## config.mk

```make
export PLATFORM = sky130hd
export DESIGN_NAME = fragment_reassembly_tracker_top
export DESIGN_NICKNAME = d
export VERILOG_FILES = /design/src/hw/rtl/frt_pkg.sv /design/src/hw/rtl/frt_datapath.sv /design/src/hw/rtl/frt_ctrl.sv /design/src/hw/rtl/fragment_reassembly_tracker_top.sv
export SDC_FILE = /design/constraint.sdc
export NUM_CORES = 2
export LEC_CHECK = 0
export ABC_AREA = 0
export BUFFER_PORTS_ARGS = -buffer_cell sky130_fd_sc_hd__buf_2
export CELL_PAD_IN_SITES_DETAIL_PLACEMENT = 1
export CELL_PAD_IN_SITES_GLOBAL_PLACEMENT = 1
export CORE_ASPECT_RATIO = 0.9
export CORE_MARGIN = 3
export CORE_UTILIZATION = 35
export CTS_CLUSTER_DIAMETER = 100
export CTS_CLUSTER_SIZE = 40
export DETAILED_ROUTE_END_ITERATION = 8
export PLACE_DENSITY = 0.6
export SYNTH_ARGS = -nofsm -noshare
export SYNTH_HDL_FRONTEND = slang
export SYNTH_SLANG_ARGS = --single-unit
```

## constraint.sdc

```tcl
create_clock -name clk -period 17.8 [get_ports clk]
set_input_delay 1.78 -clock clk [delete_from_list [all_inputs] [get_ports clk]]
set_output_delay 1.78 -clock clk [all_outputs]
set_load 0.03 [all_outputs]
```

## src/hw/rtl/frt_pkg.sv

```systemverilog
package frt_pkg;

  typedef struct packed {
    logic [30:0] frame_seq;
    logic [6:0]  fragment_count;
    logic [5:0]  fragment_index;
    logic [16:0] frame_bytes;
  } frt_in_t;

  typedef struct packed {
    logic [2:0]  verdict;
    logic [2:0]  slot;
    logic [18:0] write_offset;
    logic        frame_complete;
    logic [30:0] done_frame_seq;
    logic [16:0] done_frame_bytes;
  } frt_out_t;

  typedef enum logic [2:0] {
    V_ACCEPT = 3'd0,
    V_STALE  = 3'd1,
    V_ZERO   = 3'd2,
    V_DUP    = 3'd3,
    V_NOSLOT = 3'd4,
    V_BADIDX = 3'd5
  } frt_verdict_t;

  typedef struct packed {
    logic load;
    logic lookup;
    logic update;
    logic emit;
  } frt_cmd_t;

endpackage

```

## src/hw/rtl/frt_datapath.sv

```systemverilog
module frt_datapath #(
  parameter int SLOTS          = 8,
  parameter int MAX_FRAGMENTS  = 64,
  parameter int FRAGMENT_BYTES = 1024
) (
  input  logic             clk,
  input  logic             rst_n,
  input  frt_pkg::frt_cmd_t cmd,
  input  frt_pkg::frt_in_t  in_data,
  output frt_pkg::frt_out_t out_data
);
  import frt_pkg::*;

  localparam int SW = (SLOTS > 1) ? $clog2(SLOTS) : 1;

  logic [SLOTS-1:0] in_use_r;
  logic [30:0]      fid_r   [SLOTS];
  logic [6:0]       exp_r   [SLOTS];
  logic [6:0]       rcv_r   [SLOTS];
  logic [16:0]      len_r   [SLOTS];
  logic [63:0]      map_r   [SLOTS];
  logic             ld_valid_r;
  logic [30:0]      ld_frame_r;

  frt_in_t          req_r;
  logic             hit_r, free_ok_r;
  logic [SW-1:0]    hit_s_r, free_s_r;
  frt_out_t         out_r;

  logic             hit, free_ok;
  logic [SW-1:0]    hit_s, free_s;
  logic             stale_r;

  always_comb begin
    hit = 1'b0; hit_s = '0; free_ok = 1'b0; free_s = '0;
    for (int i = SLOTS - 1; i >= 0; i--) begin
      if (in_use_r[i] && fid_r[i] == req_r.frame_seq) begin
        hit = 1'b1; hit_s = SW'(i);
      end
      if (!in_use_r[i]) begin
        free_ok = 1'b1; free_s = SW'(i);
      end
    end
  end

  logic [SW-1:0] s;
  logic [63:0]   bit_m;
  logic [6:0]    rcv_nxt;
  logic          badidx, dup, acc, done;
  logic [18:0]   offs;
  logic [16:0]   dlen;

  always_comb begin
    s      = hit_r ? hit_s_r : free_s_r;
    bit_m  = 64'd1 << req_r.fragment_index;
    badidx = 1'b0; dup = 1'b0;
    if (hit_r) begin
      badidx = {1'b0, req_r.fragment_index} >= exp_r[s];
      dup    = |(map_r[s] & bit_m);
    end else begin
      badidx = req_r.fragment_count > 7'(MAX_FRAGMENTS) ||
               {1'b0, req_r.fragment_index} >= req_r.fragment_count;
    end
    acc     = !stale_r && req_r.fragment_count != 7'd0 && !badidx && !dup &&
              (hit_r || free_ok_r);
    rcv_nxt = (hit_r ? rcv_r[s] : 7'd0) + 7'd1;
    done    = rcv_nxt == (hit_r ? exp_r[s] : req_r.fragment_count);
    dlen    = hit_r ? len_r[s] : req_r.frame_bytes;
    offs    = 19'(((32'(s) * 32'(MAX_FRAGMENTS)) + 32'(req_r.fragment_index)) *
                  32'(FRAGMENT_BYTES));
  end

  always_ff @(posedge clk) begin
    if (cmd.load) begin
      req_r   <= in_data;
      stale_r <= 1'b0;
    end
    if (cmd.lookup) begin
      hit_r     <= hit;
      hit_s_r   <= hit_s;
      free_ok_r <= free_ok;
      free_s_r  <= free_s;
      stale_r   <= ld_valid_r && req_r.frame_seq <= ld_frame_r;
    end
    if (cmd.update) begin
      out_r <= '0;
      if (stale_r) out_r.verdict <= V_STALE;
      else if (req_r.fragment_count == 7'd0) out_r.verdict <= V_ZERO;
      else if (badidx) out_r.verdict <= V_BADIDX;
      else if (dup) out_r.verdict <= V_DUP;
      else if (!hit_r && !free_ok_r) out_r.verdict <= V_NOSLOT;
      else begin
        out_r.verdict        <= V_ACCEPT;
        out_r.slot           <= 3'(s);
        out_r.write_offset   <= offs;
        out_r.frame_complete <= done;
        if (done) begin
          out_r.done_frame_seq   <= req_r.frame_seq;
          out_r.done_frame_bytes <= dlen;
        end
      end
      if (acc) begin
        map_r[s] <= (hit_r ? map_r[s] : 64'd0) | bit_m;
        rcv_r[s] <= rcv_nxt;
        if (!hit_r) begin
          fid_r[s] <= req_r.frame_seq;
          exp_r[s] <= req_r.fragment_count;
          len_r[s] <= req_r.frame_bytes;
        end
      end
    end
  end

  always_ff @(posedge clk) begin
    if (!rst_n) begin
      in_use_r   <= '0;
      ld_valid_r <= 1'b0;
      ld_frame_r <= '0;
    end else if (cmd.update && acc) begin
      if (done) begin
        ld_valid_r <= 1'b1;
        ld_frame_r <= req_r.frame_seq;
        for (int i = 0; i < SLOTS; i++) begin
          if (in_use_r[i] && fid_r[i] <= req_r.frame_seq) in_use_r[i] <= 1'b0;
        end
        in_use_r[s] <= 1'b0;
      end else begin
        in_use_r[s] <= 1'b1;
      end
    end
  end

  assign out_data = out_r;

endmodule

```

## src/hw/rtl/frt_ctrl.sv

```systemverilog
module frt_ctrl (
  input  logic              clk,
  input  logic              rst_n,
  input  logic              start,
  output logic              busy,
  output logic              out_valid,
  output frt_pkg::frt_cmd_t cmd
);
  import frt_pkg::*;

  typedef enum logic [1:0] {IDLE, LOOKUP, UPDATE, EMIT} state_t;
  state_t state_r;

  always_ff @(posedge clk) begin
    if (!rst_n) begin
      state_r <= IDLE;
    end else begin
      unique case (state_r)
        IDLE:    if (start) state_r <= LOOKUP;
        LOOKUP:  state_r <= UPDATE;
        UPDATE:  state_r <= EMIT;
        EMIT:    state_r <= IDLE;
        default: state_r <= IDLE;
      endcase
    end
  end

  always_comb begin
    cmd        = '0;
    cmd.load   = state_r == IDLE && start;
    cmd.lookup = state_r == LOOKUP;
    cmd.update = state_r == UPDATE;
    cmd.emit   = state_r == EMIT;
  end

  assign busy      = state_r != IDLE;
  assign out_valid = cmd.emit;

endmodule

```

## src/hw/rtl/fragment_reassembly_tracker_top.sv

```systemverilog
// out_valid comes from the EMIT state, after LOOKUP and UPDATE; start is ignored
// while busy, so a new request is taken only once the last one has been emitted.
// Steps: capture, slot lookup over the slot table, verdict/update, output.
// The receiver cannot stall; out_valid is high for one cycle per request.
// Reset (rst_n low, synchronous) frees all slots and forgets the last
// completed frame.
module fragment_reassembly_tracker_top #(
  parameter int SLOTS          = 8,
  parameter int MAX_FRAGMENTS  = 64,
  parameter int FRAGMENT_BYTES = 1024
) (
  input  logic              clk,
  input  logic              rst_n,
  input  logic              start,
  output logic              busy,
  input  frt_pkg::frt_in_t  in_data,
  output logic              out_valid,
  output frt_pkg::frt_out_t out_data
);
  import frt_pkg::*;

  frt_cmd_t cmd;

  frt_ctrl u_ctrl (
    .clk(clk), .rst_n(rst_n), .start(start), .busy(busy),
    .out_valid(out_valid), .cmd(cmd)
  );

  frt_datapath #(
    .SLOTS(SLOTS), .MAX_FRAGMENTS(MAX_FRAGMENTS), .FRAGMENT_BYTES(FRAGMENT_BYTES)
  ) u_dp (
    .clk(clk), .rst_n(rst_n), .cmd(cmd), .in_data(in_data), .out_data(out_data)
  );

endmodule
```

# Word-level counts from Yosys, hierarchy flattened

Memory sizes are Yosys's and may differ from the RTL's. A register that Yosys moved wholly into a read port is not among the register bits.
Cells that the tools add are included.
Widths: inputs -> output; s select.

Flip-flop bits (word level): 169
Bits in writable memories: 1008
Bits of input ports: 64
Output and inout port bits: 76
Memories kept: 5

Memories:

| memory     | words | bits a word | read ports | clocked after Yosys merged registers in | wr ports | RTL line           | source |
|---|---|---|---|---|---|---|---|
| u_dp.map_r | 8     | 64          | 1          | 0                                       | 1        | frt_datapath.sv:21 | `logic [63:0] map_r [SLOTS];` |
| u_dp.fid_r | 8     | 31          | 8          | 0                                       | 1        | frt_datapath.sv:17 | `logic [30:0] fid_r [SLOTS];` |
| u_dp.len_r | 8     | 17          | 1          | 1                                       | 1        | frt_datapath.sv:20 | `logic [16:0] len_r [SLOTS];` |
| u_dp.exp_r | 8     | 7           | 1          | 0                                       | 1        | frt_datapath.sv:18 | `logic [6:0] exp_r [SLOTS];` |
| u_dp.rcv_r | 8     | 7           | 1          | 0                                       | 1        | frt_datapath.sv:19 | `logic [6:0] rcv_r [SLOTS];` |

Add/sub/neg operators: 2
$lt $le $gt $ge: 14
Eq/ne operators: 13
Shift operators: 1
Muxes and demuxes: 72
Bitwise logic cells: 6
Reduce and logical (&&, ||, !) cells: 49

Operators with widths:

| cell                 | number |
|---|---|
| $le 31x31->1         | 9 |
| $eq 31x31->1         | 8 |
| $and 64x64->64       | 1 |
| $mux 64              | 1 |
| $or 64x64->64        | 1 |
| $reduce_or 64->1     | 1 |
| $shl 1x6->64 const A | 1 |
| $mux 1               | 48 |
| $mux 3               | 12 |
| $logic_and 1x1->1    | 25 |
| $ge 6x7->1           | 2 |
| $mux 7               | 2 |
| $mux 2               | 6 |
| $add 9x6->9          | 1 |
| $and 8x8->8          | 1 |
| $mux 8               | 1 |
| $not 8->8            | 1 |
| $or 8x8->8           | 1 |
| $pmux 2 s4           | 1 |
| $reduce_or 4->1      | 2 |
| $add 7x1->7 const B  | 1 |
| $eq 7x7->1           | 1 |
| $gt 7x7->1 const B   | 1 |
| $logic_not 7->1      | 1 |
| 19 further kinds     | 28 |

# Longest topological paths before layout

An unclocked memory read counts as a cell.

Word-level depth: 13
Mapped depth: 21

# Hierarchy

From an unflattened synthesis, not the netlist that was laid out.

Cell total of the unflattened synthesis: 3439
Area total of the unflattened synthesis: 51122.8 sq um

By module, submodules not included:

| module       | times used | cells an instance | area an instance (sq um) |
|---|---|---|---|
| frt_datapath | 1          | 3421              | 50946.4 |
| frt_ctrl     | 1          | 18                | 176.4 |

# Worst setup path after synthesis

OpenSTA, ideal clock, no wires.

Path kind: reg-to-reg
Start: register u_dp.hit_r
End: register u_dp.in_use_r[0]
Library setup time: 82 ps
Arrival: 8928 ps
Required time: 17718 ps
Slack: 8790 ps
Cell stages (with the launch flop): 19
Cells stage by stage: edfxtp_1 > buf_6 > buf_6 > mux2_4 > buf_6 > buf_6 > buf_2 > buf_4 > buf_1 > mux2i_1 > ha_1 > a21o_1 > a21o_1 > a21o_1 > a21o_1 > nand2_1 > nand4_1 > nor3_1 > o221a_1

Longest elaborated chain between the ends: 9
Elaborated cells on any way between the ends: 29

RTL lines:

| element                                             | RTL line            | source |
|---|---|---|
| start, declared                                     | frt_datapath.sv:26  | `logic hit_r, free_ok_r;` |
| start signal, assigned                              | frt_datapath.sv:79  | `hit_r <= hit;` |
| branches (longest 9 deep; another with $mem_v2 8x7) | -                   |  |
| end signal, assigned                                | frt_datapath.sv:116 | `in_use_r <= '0;` |
| end signal, assigned by index                       | frt_datapath.sv:124 | `if (in_use_r[i] && fid_r[i] <= req_r.frame_seq) in_use_r[i] <= 1'b0;` |
| end signal, assigned by index                       | frt_datapath.sv:126 | `in_use_r[s] <= 1'b0;` |
| end, declared                                       | frt_datapath.sv:16  | `logic [SLOTS-1:0] in_use_r;` |

Parallel ways; which one is timed is not known.
A chain may end at the register's enable or synchronous reset.

# Worst setup path after layout

Start: register u_dp.hit_r
End: memory u_dp.map_r[6][3] (enable)

Longest elaborated chain between the ends: 11
Elaborated cells on any way between the ends: 17

RTL lines:

| element                                                     | RTL line                               | source |
|---|---|---|
| $mux 3                                                      | frt_datapath.sv:54                     | `s = hit_r ? hit_s_r : free_s_r;` |
| $mem_v2 8x7 / $mem_v2 8x64 (equally long branches)          | -                                      |  |
| $ge 6x7->1 / $and 64x64->64 (equally long branches)         | frt_datapath.sv:58, frt_datapath.sv:59 |  |
| $mux 1 / $reduce_or 64->1 (equally long branches)           | frt_datapath.sv:57, frt_datapath.sv:59 |  |
| $logic_not 1->1 / $mux 1 (equally long branches)            | frt_datapath.sv:64, frt_datapath.sv:57 |  |
| $logic_and 1x1->1 / $logic_not 1->1 (equally long branches) | frt_datapath.sv:64                     | `acc = !stale_r && req_r.fragment_count != 7'd0 && !badidx && !dup &&` |
| $logic_and 1x1->1 (2 in series)                             | frt_datapath.sv:64                     |  |
| $mux 1                                                      | frt_datapath.sv:102                    | `if (acc) begin` |
| $mux 1                                                      | frt_datapath.sv:85                     | `if (cmd.update) begin` |
| $mux 1                                                      | frt_datapath.sv:103                    | `map_r[s] <= (hit_r ? map_r[s] : 64'd0) \| bit_m;` |
| end, declared                                               | frt_datapath.sv:21                     |  |

Several ways; a longest one is shown, not always the timed one.

==> results.sh <==
export IMPL_h_tree_depth=2
export IMPL_maxSlewViolCount=0
export IMPL_synth_ff_type="edfxtp_1"
export IMPL_viasPerCell=5.69
export IMPL_async_flop_share_pct=0
export IMPL_postCtsHoldBufs=0
export IMPL_die_area_mm2=0.151
export IMPL_routedWlPerCell_um=28.3
export IMPL_grt_pass1_vias=32200
export IMPL_dr_first_iter_drc_count=3101
export IMPL_area_growth_pct=9.65
export IMPL_grt_antenna_before_repair=5
export IMPL_nets=3949
export IMPL_core_area_mm2=0.145
export IMPL_yosysWarnings=0
export IMPL_vdd_ir_drop_max_uv=100
export IMPL_grt_max_degree=58
export IMPL_fin_worst_skew_ns=0.0690
export IMPL_drc=0
export IMPL_arrival_ns=9.01
export IMPL_cts_sinks=1181
export IMPL_cp_start_kind="flip-flop"
export IMPL_fp_dieH_um=369
export IMPL_period_minus_slack_ns=8.70
export IMPL_p_per_area_mw_per_mm2=129
export IMPL_rows=132
export IMPL_ys_ff_latch=1181
export IMPL_synth_top_area_share_pct=66.7
export IMPL_die_x_um=409
export IMPL_setup_violations_final=0
export IMPL_clk_latency_ns=0.70
export IMPL_yosysMostFrequentCell="edfxtp_1"
export IMPL_drive_gt1_share_pct=12.1
export IMPL_total_power_mw=7.23
export IMPL_cts_resized=0
export IMPL_synthTopCellsByCount="edfxtp_1, ha_1, nand2_1, a21oi_1, o21ai_0"
export IMPL_io_buffer_count=129
export IMPL_worstMarginPinSlew_ns=1.45
export IMPL_overflow=0
export IMPL_ys_seq_area_share_pct=68.4
export IMPL_cts_tree="yes"
export IMPL_cts_setup_buffers=0
export IMPL_yosys_top_cells_area="edfxtp_1, ha_1, mux2i_1"
export IMPL_cp_max_fo=46
export IMPL_syn_area_per_cell_um2=14.8
export IMPL_start_util_pct=35.4
export IMPL_dp_hpwl_mm=99.6
export IMPL_synthCells=3454
export IMPL_synth_edf_count=1139
export IMPL_required_ns=18.11
export IMPL_setup_slack_ns=9.10
export IMPL_cts_made_buffers=45
export IMPL_gp_congestion=0.821
export IMPL_period_share_pct=48.9
export IMPL_num_vias=31700
export IMPL_grt_pass1_wl_mm=229
export IMPL_critPathKind="reg2reg"
export IMPL_rsz0062_at_grt="no"
export IMPL_track_usage_pct=20.4
export IMPL_finalHoldViolCount=0
export IMPL_synth_top_cell_by_area="edfxtp_1"
export IMPL_path_clk_slew_ns=0.15
export IMPL_ant_nets=0
export IMPL_cap_violations=0
export IMPL_hp_class="reg2reg"
export IMPL_end_kind="flip-flop"
export IMPL_status="finished, final reports clean"
export IMPL_syn_cell_area_mm2=0.0513
export IMPL_tns_ns=0
export IMPL_slew_headroom_pct=2.68
export IMPL_dp_slack_ns=9.22
export IMPL_max_freq_mhz=115
export IMPL_ioPinCount=140
export IMPL_root_buffer="clkbuf_16"
export IMPL_synth_cell_type_count=97
export IMPL_routed_wl_mm=158
export IMPL_first_pass_iters=5
export IMPL_cts_buffer_depth=3
export IMPL_power_leakage_nw=19.4
==> layout by cell type (no fill, tap or decap), types with 60 or more instances in the layout <==
| master | Yosys | layout |
|---|---|---|
| buf_4 | 26 | 118 |
| a21oi_1 | 156 | 154 |
| inv_1 | 101 | 100 |
| a21o_1 | 104 | 104 |
| nor3_1 | 63 | 60 |
| ha_1 | 297 | 296 |
| o21ai_0 | 143 | 143 |
| nand2_1 | 248 | 247 |
| nand3_1 | 75 | 75 |
| nor2_1 | 116 | 99 |
| nand4_1 | 115 | 115 |
| mux2i_1 | 99 | 98 |
| edfxtp_1 | 1139 | 1139 |
| buf_2 | 47 | 129 |
==> kinds of logic after synthesis <==
logic type	share of synthesized area (%)
buffers and inverters	2.44
XOR/XNOR	0.237
multiplexers	3.54
AND/OR/NAND/NOR	7.20
other	0.00731
flip-flops	68.4
AO/OA/AOI/OAI	11.0
adder cells (fa/ha/maj)	7.25
==> final timing paths <==
path,from,endpoint,slack (ns),cells past startpoint
max,u_dp.hit_r,u_dp.map_r[6][3],9.10,16
min,u_dp.ld_valid_r,u_dp.ld_valid_r,0.48,1
max reg2reg,u_dp.hit_r,u_dp.map_r[6][3],9.10,16
min reg2reg,u_dp.ld_valid_r,u_dp.ld_valid_r,0.48,1
==> per-layer routing <==
layer | vias up | global-route usage [%] | part of all wire [%]
li1 | 13900 | - | -
met3 | 149 | 2.57 | 5.4
met4 | 0 | 3.98 | 2.0
met1 | 16700 | 30.1 | 47
met5 | - | 0 | 0
met2 | 908 | 32.6 | 46
==> worst max-delay path, cell delays in order, from the launching register on <==
cell and delay, ns:
edfxtp_1 0.35, buf_4 0.39, buf_4 0.58, mux2_4 0.61
buf_4 0.66, nor3_2 0.23, buf_4 0.29, a22o_1 0.20
a2111oi_0 0.48, o22ai_1 0.15, nor4_1 0.63, nand4b_1 0.33
o41ai_4 0.37, buf_4 0.53, nand2_1 0.52, nor2_4 0.99
buf_4 0.88
==> metrics by stage <==
stage / util [%] / area (µm²) / instances / hold WS (ns)
finish: 38.9 / 56200 / 5561 / 0.480
CTS: 38.9 / 56200 / 5560 / 0.481
global placement: 37.8 / 54600 / 5484 / 0.447
detailed placement: 37.8 / 54600 / 5484 / 0.454
global route: 38.9 / 56200 / 5561 / 0.505
floorplan: - / 51300 / 3463 / 0.440
==> sequential cells by signal, summed over array words and instances, names as in the netlist <==
name             flops
u_dp.rcv_r          56
u_dp.req_r          61
u_dp.free_s_r        3
u_dp.hit_s_r         3
u_dp.ld_frame_r     31
u_dp.fid_r         248
u_dp.in_use_r        8
u_dp.hit_r           1
u_dp.free_ok_r       1
u_ctrl.state_r       2
u_dp.ld_valid_r      1
u_dp.map_r         512
u_dp.out_data       61
u_dp.len_r         136
u_dp.exp_r          56
u_dp.stale_r         1
==> cell type report <==
type | instances | area (µm²)
Timing Repair Buffer | 247 | 1530
Multi-Input combinational cell | 2010 | 15200
Clock inverter | 31 | 445
Fill cell | 14900 | 88500
Antenna cell | 1 | 2.50
Clock buffer | 45 | 1130
Inverter | 103 | 387
Tap cell | 1943 | 2430
Sequential cell | 1181 | 35000
==> report_power, final <==
group	leakage, nW	switching [mW]	internal (mW)
registers	10.7	0.103	3.40
clock network	0.753	0.944	0.517
logic	7.88	1.62	0.642
Power figures use the tool's default switching activity.
